$ cat src/i2cm_pkg.sv
package i2cm_pkg;

  // Command codes carried in the op field
  typedef enum logic [2:0] {
    OP_TICK  = 3'd0,
    OP_START = 3'd1,
    OP_STOP  = 3'd2,
    OP_WRITE = 3'd3,
    OP_READ  = 3'd4,
    OP_ACK   = 3'd5,
    OP_WACK  = 3'd6
  } op_t;

  localparam logic [7:0] MSB_MASK = 8'h80;

  // Command word: one item on the command channel
  typedef struct packed {
    logic [2:0] op;
    logic [7:0] tx_byte;
    logic       ack_level;
    logic       sda_in;
  } cmd_t;

  // Result word: one item on the result channel
  typedef struct packed {
    logic       scl_level;
    logic       sda_level;
    logic       busy_res;
    logic       done_res;
    logic [7:0] rx_byte;
    logic       ack_seen;
    logic       rejected;
  } res_t;

  // Engine state carried between words
  typedef struct packed {
    op_t        active_command;
    logic [4:0] step_count;
    logic [7:0] shift_reg;
    logic       scl_reg;
    logic       sda_reg;
    logic       ack_reg;
    logic [7:0] rx_hold;
  } state_t;

  // Number of pin updates per command
  function automatic logic [4:0] seq_len(input op_t cmd);
    logic [4:0] len;
    unique case (cmd)
      OP_START: len = 5'd4;
      OP_STOP:  len = 5'd3;
      OP_WRITE: len = 5'd24;
      OP_READ:  len = 5'd17;
      OP_ACK:   len = 5'd3;
      OP_WACK:  len = 5'd3;
      default:  len = 5'd0;
    endcase
    return len;
  endfunction

  // Quotient by three for values below 32: (x * 11) >> 5 is exact there
  function automatic logic [3:0] div3(input logic [4:0] x);
    logic [9:0] prod;
    prod = 10'(x) * 10'd11;
    return prod[8:5];
  endfunction

endpackage

$ cat src/i2cm_step.sv
module i2cm_step (
  input  i2cm_pkg::state_t st,
  input  i2cm_pkg::cmd_t   item,
  output i2cm_pkg::state_t st_next,
  output i2cm_pkg::res_t   res
);
  import i2cm_pkg::*;

  logic [3:0] wr_quot;
  logic [1:0] wr_phase;
  logic [2:0] wr_bit;
  logic [4:0] rd_off;
  logic [2:0] rd_bit;
  logic [4:0] step_plus;
  logic       done;
  logic       rej;

  // Bit and phase of the byte sequences
  always_comb begin
    wr_quot  = div3(st.step_count);
    wr_bit   = wr_quot[2:0];
    wr_phase = 2'(st.step_count - 5'(wr_quot) * 5'd3);
    rd_off   = st.step_count - 5'd1;
    rd_bit   = rd_off[3:1];
    step_plus = st.step_count + 5'd1;
  end

  // One pin update, or command load, per word
  always_comb begin
    st_next = st;
    done    = 1'b0;
    rej     = 1'b0;
    if (item.op == OP_TICK) begin
      if (st.active_command != OP_TICK) begin
        unique case (st.active_command)
          OP_START: begin
            unique case (st.step_count)
              5'd0:    st_next.sda_reg = 1'b1;
              5'd1:    st_next.scl_reg = 1'b1;
              5'd2:    st_next.sda_reg = 1'b0;
              default: st_next.scl_reg = 1'b0;
            endcase
          end
          OP_STOP: begin
            unique case (st.step_count)
              5'd0:    st_next.sda_reg = 1'b0;
              5'd1:    st_next.scl_reg = 1'b1;
              default: st_next.sda_reg = 1'b1;
            endcase
          end
          OP_WRITE: begin
            unique case (wr_phase)
              2'd0:    st_next.sda_reg = st.shift_reg[3'd7 - wr_bit];
              2'd1:    st_next.scl_reg = 1'b1;
              default: st_next.scl_reg = 1'b0;
            endcase
          end
          OP_READ: begin
            if (st.step_count == 5'd0) begin
              st_next.sda_reg = 1'b1;
            end else if (!rd_off[0]) begin
              st_next.scl_reg = 1'b1;
              if (item.sda_in) begin
                st_next.shift_reg = st.shift_reg | (MSB_MASK >> rd_bit);
              end
            end else begin
              st_next.scl_reg = 1'b0;
            end
          end
          OP_ACK: begin
            unique case (st.step_count)
              5'd0:    st_next.sda_reg = st.shift_reg[0];
              5'd1:    st_next.scl_reg = 1'b1;
              default: st_next.scl_reg = 1'b0;
            endcase
          end
          OP_WACK: begin
            unique case (st.step_count)
              5'd0:    st_next.sda_reg = 1'b1;
              5'd1: begin
                st_next.scl_reg = 1'b1;
                st_next.ack_reg = item.sda_in;
              end
              default: st_next.scl_reg = 1'b0;
            endcase
          end
          default: ;
        endcase
        st_next.step_count = step_plus;
        // last update of the sequence ends the command
        if (step_plus >= seq_len(st.active_command)) begin
          if (st.active_command == OP_READ) begin
            st_next.rx_hold = st_next.shift_reg;
          end
          st_next.active_command = OP_TICK;
          st_next.step_count     = 5'd0;
          done                   = 1'b1;
        end
      end
    end else if (item.op <= OP_WACK) begin
      if (st.active_command != OP_TICK) begin
        rej = 1'b1;
      end else begin
        st_next.active_command = op_t'(item.op);
        st_next.step_count     = 5'd0;
        if (item.op == OP_WRITE) begin
          st_next.shift_reg = item.tx_byte;
        end else if (item.op == OP_READ) begin
          st_next.shift_reg = 8'd0;
        end else if (item.op == OP_ACK) begin
          st_next.shift_reg = {7'd0, item.ack_level};
        end
      end
    end
  end

  // Result word reflects state after this word
  always_comb begin
    res.scl_level = st_next.scl_reg;
    res.sda_level = st_next.sda_reg;
    res.busy_res  = (st_next.active_command != OP_TICK);
    res.done_res  = done;
    res.rx_byte   = st_next.rx_hold;
    res.ack_seen  = st_next.ack_reg;
    res.rejected  = rej;
  end

endmodule

$ cat src/i2c_master_bit_engine.sv
// I2C master bit engine. Each command word either loads a command (start,
// stop, write byte, read byte, send ack, wait ack) while idle, or, as a tick,
// applies the next SCL/SDA pin update of the loaded command; a command sent
// while one is in progress is flagged rejected and ignored. Exactly one
// result word comes back per command word. The engine takes one word every
// clock cycle while the command channel is not stalled; a word is held in the
// input register when accepted, and one pass through the step logic loads its
// result into the result register, from which it is presented on the result
// channel. Stalling the result channel holds the result; once a word also
// waits in the input register the command channel is stalled in that same
// cycle.
module i2c_master_bit_engine (
  input  logic            clk,
  input  logic            rst,
  input  logic            cmd_valid,
  output logic            cmd_stall,
  input  i2cm_pkg::cmd_t  cmd_word,
  output logic            res_valid,
  input  logic            res_stall,
  output i2cm_pkg::res_t  res_word
);
  import i2cm_pkg::*;

  logic   in_valid;
  cmd_t   in_word;
  state_t st;
  state_t st_next;
  res_t   res_calc;
  logic   adv;

  // Result register free or draining this cycle
  assign adv       = !res_valid || !res_stall;
  assign cmd_stall = in_valid && !adv;

  // Input register
  always_ff @(posedge clk) begin
    if (rst) begin
      in_valid <= 1'b0;
    end else if (!cmd_stall) begin
      in_valid <= cmd_valid;
    end
  end

  always_ff @(posedge clk) begin
    if (!cmd_stall && cmd_valid) begin
      in_word <= cmd_word;
    end
  end

  i2cm_step u_step (
    .st      (st),
    .item    (in_word),
    .st_next (st_next),
    .res     (res_calc)
  );

  // Engine state and result register
  always_ff @(posedge clk) begin
    if (rst) begin
      res_valid         <= 1'b0;
      st.active_command <= OP_TICK;
      st.step_count     <= 5'd0;
      st.shift_reg      <= 8'd0;
      st.scl_reg        <= 1'b1;
      st.sda_reg        <= 1'b1;
      st.ack_reg        <= 1'b0;
      st.rx_hold        <= 8'd0;
    end else if (in_valid && adv) begin
      res_valid <= 1'b1;
      st        <= st_next;
    end else if (!res_stall) begin
      res_valid <= 1'b0;
    end
  end

  always_ff @(posedge clk) begin
    if (in_valid && adv) begin
      res_word <= res_calc;
    end
  end

endmodule

$ cat config.mk
export PLATFORM = sky130hd
export DESIGN_NAME = i2c_master_bit_engine
export DESIGN_NICKNAME = d
export VERILOG_FILES = /design/src/i2cm_pkg.sv /design/src/i2cm_step.sv /design/src/i2c_master_bit_engine.sv
export SDC_FILE = /design/constraint.sdc
export NUM_CORES = 1
export LEC_CHECK = 0
export BUFFER_PORTS_ARGS = -buffer_cell sky130_fd_sc_hd__buf_2
export CAP_MARGIN = 20
export CORE_ASPECT_RATIO = 0.8
export CORE_UTILIZATION = 60
export DETAILED_ROUTE_END_ITERATION = 8
export PLACE_DENSITY = 0.92
export SLEW_MARGIN = 20
export SYNTH_ARGS = -nofsm -noshare
export SYNTH_HDL_FRONTEND = slang
export SYNTH_SLANG_ARGS = --single-unit
$ cat constraint.sdc
create_clock -name clk -period 5.8 [get_ports clk]
set_clock_uncertainty 0.1 [all_clocks]
set_input_delay 0.58 -clock clk [delete_from_list [all_inputs] [get_ports clk]]
set_output_delay 0.58 -clock clk [all_outputs]
set_load 0.02 [all_outputs]
======== Word-level counts from Yosys, hierarchy flattened ========
Cells that the tools add are included.
Widths: inputs -> output; s select.
storage, ports and cells
  bits of input ports ..................... 17
  bits in registers ....................... 56
operators by class
  multipliers ............................. 2
  bitwise gates (word level) .............. 2
  mux-type cells .......................... 37
  add/subtract/negate cells ............... 4
  reduce and logical (&&, ||, !) cells .... 20
  shifts and indexed selects .............. 1
  eq/ne operators ......................... 16
  $lt $le $gt $ge ......................... 3
operator list
  cell                 number
  $mux 8               9
  $mux 16              3
  $mux 27              1
  $pmux 5 s4           1
  $eq 3x3->1 const B   5
  $mux 1               12
  $pmux 2 s6           1
  $mux 11              1
  $mux 5               2
  $pmux 1 s2           5
  $eq 3x2->1 const B   3
  $mul 5x4->9 const B  1
  $mux 9               1
  $or 8x8->8           1
  $shr 8x3->8 const A  1
  $reduce_bool 3->1    2
  $add 5x1->5 const B  1
  $eq 5x1->1 const B   1
  $eq 5x2->1 const B   1
  $ge 5x5->1           1
  $logic_not 5->1      1
  $ne 5x5->1 const B   1
  $reduce_and 5->1     1
  $logic_not 1->1      4
  21 further kinds     25

======== Longest topological paths before layout ========
  depth after elaboration ................. 12
  gate-level depth with buffers ........... 16
  gate-level depth less buffers ........... 16

======== By module ========
Synthesis repeated with hierarchy kept, for this count alone.
second synthesis, totals
  cells, all modules ...................... 424
  area total of the unflattened synthesis .. 4025.1 sq um
modules (own cells, without submodules)
  module                 cells an instance  area each (sq um)  seq. area each (sq um)  times used
  i2c_master_bit_engine  154                2107.0             1391.3                  1
  i2cm_step              270                1918.1             0.0                     1

======== Worst setup path before layout ========
No wires, ideal clock.
  path type ............................... register to register
  start ................................... register st[22] (netlist name)
  end ..................................... register res_word[12] in the netlist's numbering, data pin
  setup slack ............................. 1879 ps
  stages on the path, launching flop included .. 17
  path buffers ............................ 0
  arrival ................................. 3554 ps
  cells stage by stage .................... dfxtp_1 > ha_1 > fa_1 > ha_1 > nand4_1 > a21boi_0 > or2_2 > inv_1 > ha_1 > inv_1 > ha_1 > nor2_1 > xnor2_1 > nor2b_1 > mux2i_1 > nor4_1 > nor3_1
RTL lines
  item                  line                         text
  to (signal assigned)  i2c_master_bit_engine.sv:78  res_word <= res_calc;
  to (decl)             i2c_master_bit_engine.sv:20  output i2cm_pkg::res_t res_word

==> results.toml <==
[outcome]
status = "finished, final reports clean"

[worst_hold_path]
worstHoldStart = "cmd_word[11]"
hold_depth = 1
min_path_type = "in2reg"
hold_end = "in_word[11]$_DFFE_PP_"

[power]
intPower_mw = 0.5494
clockPowerShare_pct = 29.1
power_mw = 0.7603
p_switching_mw = 0.2109
leakage_nw = 1.561
power_frac_seq_pct = 58.7
swShare_pct = 27.74
cellPowerDensity_nw_per_um2 = 206.0
peakVddDrop_mv = 0.2027
p_comb_share_pct = 12.2

[setup_path]
worstReg2RegEnd = "res_word[12]$_DFFE_PP_"
r2r_cells = 15
worstSetupStartpoint = "st[22]$_SDFFE_PP0P_"
cp.arrival_ns = 4.49
startpoint_type = "flip-flop"
required_ns = 5.77
worstPathMaxFanout = 9
timing.rr.start = "st[22]$_SDFFE_PP0P_"
r2r_setup_slack_ns = 1.28
critPathKind = "reg2reg"
critPathCaptureType = "flip-flop"

[timing]
hold_viol = 0
fin_crit_ns = 4.520
rsz0062_at_grt = "no"
drv_slew = 0
worstMarginPinSlew_ns = 0.9869
setup_viol = 0
finalCritPeriodShare_pct = 77.94
slew_headroom_pct = 33.97
fmax_mhz = 221.2
finalSetupTns_ns = 0

[run]
cap_violations = 0

[detailed_routing]
post-route-drc-count = 0
viasPerCell = 6.226
post_drt_wl_per_cell_um = 17.53
num_vias = 2833
final_antenna_net_count = 0
dr.pass1.iters = 5
wirelength_um = 7978
dr.first_iter.drc_count = 475

[layout]
syn_to_final_growth_pct = 8.098
layout-drive-gt1-share_pct = 16.18
fin_area_sq_um = 3691
n_antenna_cell = 0
finish.utilization_pct = 67.54
finalNonFillerCells = 455
nNetsFinal = 423
fill_cells = 423

[grt]
grt_overflow = 0
grt_max_degree = 26
grt_pass1_wl_um = 13040
grt_pass1_vias = 2623
antenna_found_initial = 0
gr-usage-all-layers_pct = 28.20

[placement]
dpl_cell_area_sq_um = 3601
gp_congestion = 0.9123
dp_hpwl_um = 5825
portBuffers = 32
dp_cells = 447

[floorplanning]
die_y_um = 69.48
num_rows = 24
pin_count = 33
die_width_um = 86.34
core-area_sq_um = 5465
dieArea_sq_um = 5998
start_util_pct = 62.48

[yosys]
yosys-top-cells-area = "edfxtp_1 24%, dfxtp_1 17%, ha_1 11%"
synthCells = 354
synth-main-ff-cell = "dfxtp_1"
synth-async-reset-ratio_pct = 0
synth_nets = 401
yosysSeqAreaShare_pct = 40.75
synth_edf_count = 27
syn-cell-area_sq_um = 3415
syn_area_per_cell_sq_um = 9.646
synth.top_cells.by_count = "36 x nor2_1, 29 x dfxtp_1, 29 x ha_1"
synth_area_leader_cell = "edfxtp_1"
yosysMostFrequentCell = "nor2_1"
ys_seq_elements = 56
synthDistinctLibCells = 53
yosys_warnings = 0
yosysTopAreaCellShare_pct = 23.74

[cts]
clk_latency_ns = 0.32
cts_htree_levels = 2
clk_pin_slew_ns = 0.11
cts_resized = 0
cts_setup_buffers = 0
cts.sinks = 56
cts_hold_buf = 0
cts_tree = "built"
cts_buffers = 5
clock-root-buffer = "clkbuf_8"
clock_path_buffers = 2
==> layout by cell type, fill, tap and decap left out, types with 4 or more instances in the layout <==
| master | count |
|---|---|
| a21oi_1 | 20 |
| o21ai_0 | 10 |
| dfxtp_1 | 29 |
| buf_2 | 32 |
| nand3_1 | 7 |
| mux2i_1 | 4 |
| clkbuf_8 | 5 |
| a211oi_1 | 10 |
| edfxtp_1 | 27 |
| a22oi_1 | 13 |
| inv_1 | 11 |
| ha_1 | 29 |
| nand2_1 | 24 |
| a21o_1 | 10 |
| mux2_2 | 10 |
| nor2_1 | 36 |
| nor3_1 | 21 |
| nor2b_1 | 7 |
| and3_1 | 5 |
| xnor2_1 | 6 |
| o31ai_1 | 4 |
| xor2_1 | 6 |
==> cell families (layout without fill, tap and decap cells) <==
| kind of cell | after synthesis | in the layout | share of synthesized area (%) |
|---|---|---|---|
| multiplexers | 15 | 15 | 4.910 |
| AND/OR/NAND/NOR | 124 | 124 | 17.96 |
| flip-flops | 56 | 56 | 40.75 |
| buffers and inverters | 31 | 54 | 3.628 |
| AO/OA/AOI/OAI | 86 | 86 | 18.47 |
| adder cells (fa/ha/maj) | 30 | 30 | 11.21 |
| XOR/XNOR | 12 | 12 | 3.078 |
==> power groups by stage <==
stage	Sequential, mW	Combinational [mW]	Clock [mW]
after floorplan	0.452	0.0653	0
after global placement	0.454	0.0876	0
after detailed placement	0.454	0.0907	0
after CTS	0.445	0.0911	0.219
after global routing	0.449	0.101	0.233
final	0.447	0.0924	0.221
==> worst max-delay path by stage <==
| stage | slack [ns] | cells past startpoint | to |
|---|---|---|---|
| after floorplan | 1.88 | 16 | res_word[12]$_DFFE_PP_ |
| after global placement | 1.72 | 16 | res_word[12]$_DFFE_PP_ |
| after detailed placement | 1.39 | 16 | res_word[12]$_DFFE_PP_ |
| after CTS | 1.36 | 15 | res_word[12]$_DFFE_PP_ |
| after global routing | 1.07 | 16 | res_word[12]$_DFFE_PP_ |
| final | 1.28 | 15 | res_word[12]$_DFFE_PP_ |
==> critical path, stage by stage, from the launching register on <==
cell and delay, ns:
dfxtp_1 0.53, ha_1 0.33, fa_1 0.50, ha_1 0.32
nand4_1 0.12, a21boi_0 0.48, or2_2 0.26, inv_1 0.05
ha_1 0.30, ha_1 0.20, nor2_1 0.13, xnor2_1 0.18
nor2b_1 0.17, mux2i_1 0.09, nor4_1 0.41, nor3_1 0.09
==> sequential cells by signal (all words and copies together) (netlist names) <==
| register | count |
|---|---|
| in_valid | 1 |
| in_word | 13 |
| res_valid | 1 |
| res_word | 14 |
| st | 27 |
==> routing by layer <==
layer  GRT usage (%)  routed length [um]
met1           39.94                3454
met2           43.47                3591
met3           5.238                 743
met4           9.630                 187
met5               0                   0
==> area by class of cell <==
class / instances / area, sq um / share of cell area (%)
clock buffers: 5 / 68.82 / 1.864
clock inverters: 3 / 21.27 / 0.5763
inverters: 14 / 52.55 / 1.424
multi-input cells: 267 / 1899 / 51.46
flip-flops and latches: 56 / 1391 / 37.69
well taps: 78 / 97.59 / 2.644
repair buffers: 32 / 160.2 / 4.339
==> through the flow <==
step | hold WS [ns] | worst slack, ns
after CTS | 0.3350 | 1.364
after global routing | 0.3243 | 1.065
after global placement | 0.3396 | 1.718
after detailed placement | 0.3565 | 1.393
final | 0.3333 | 1.280
after floorplan | 0.3329 | 1.879
Power figures use the tool's default switching activity.
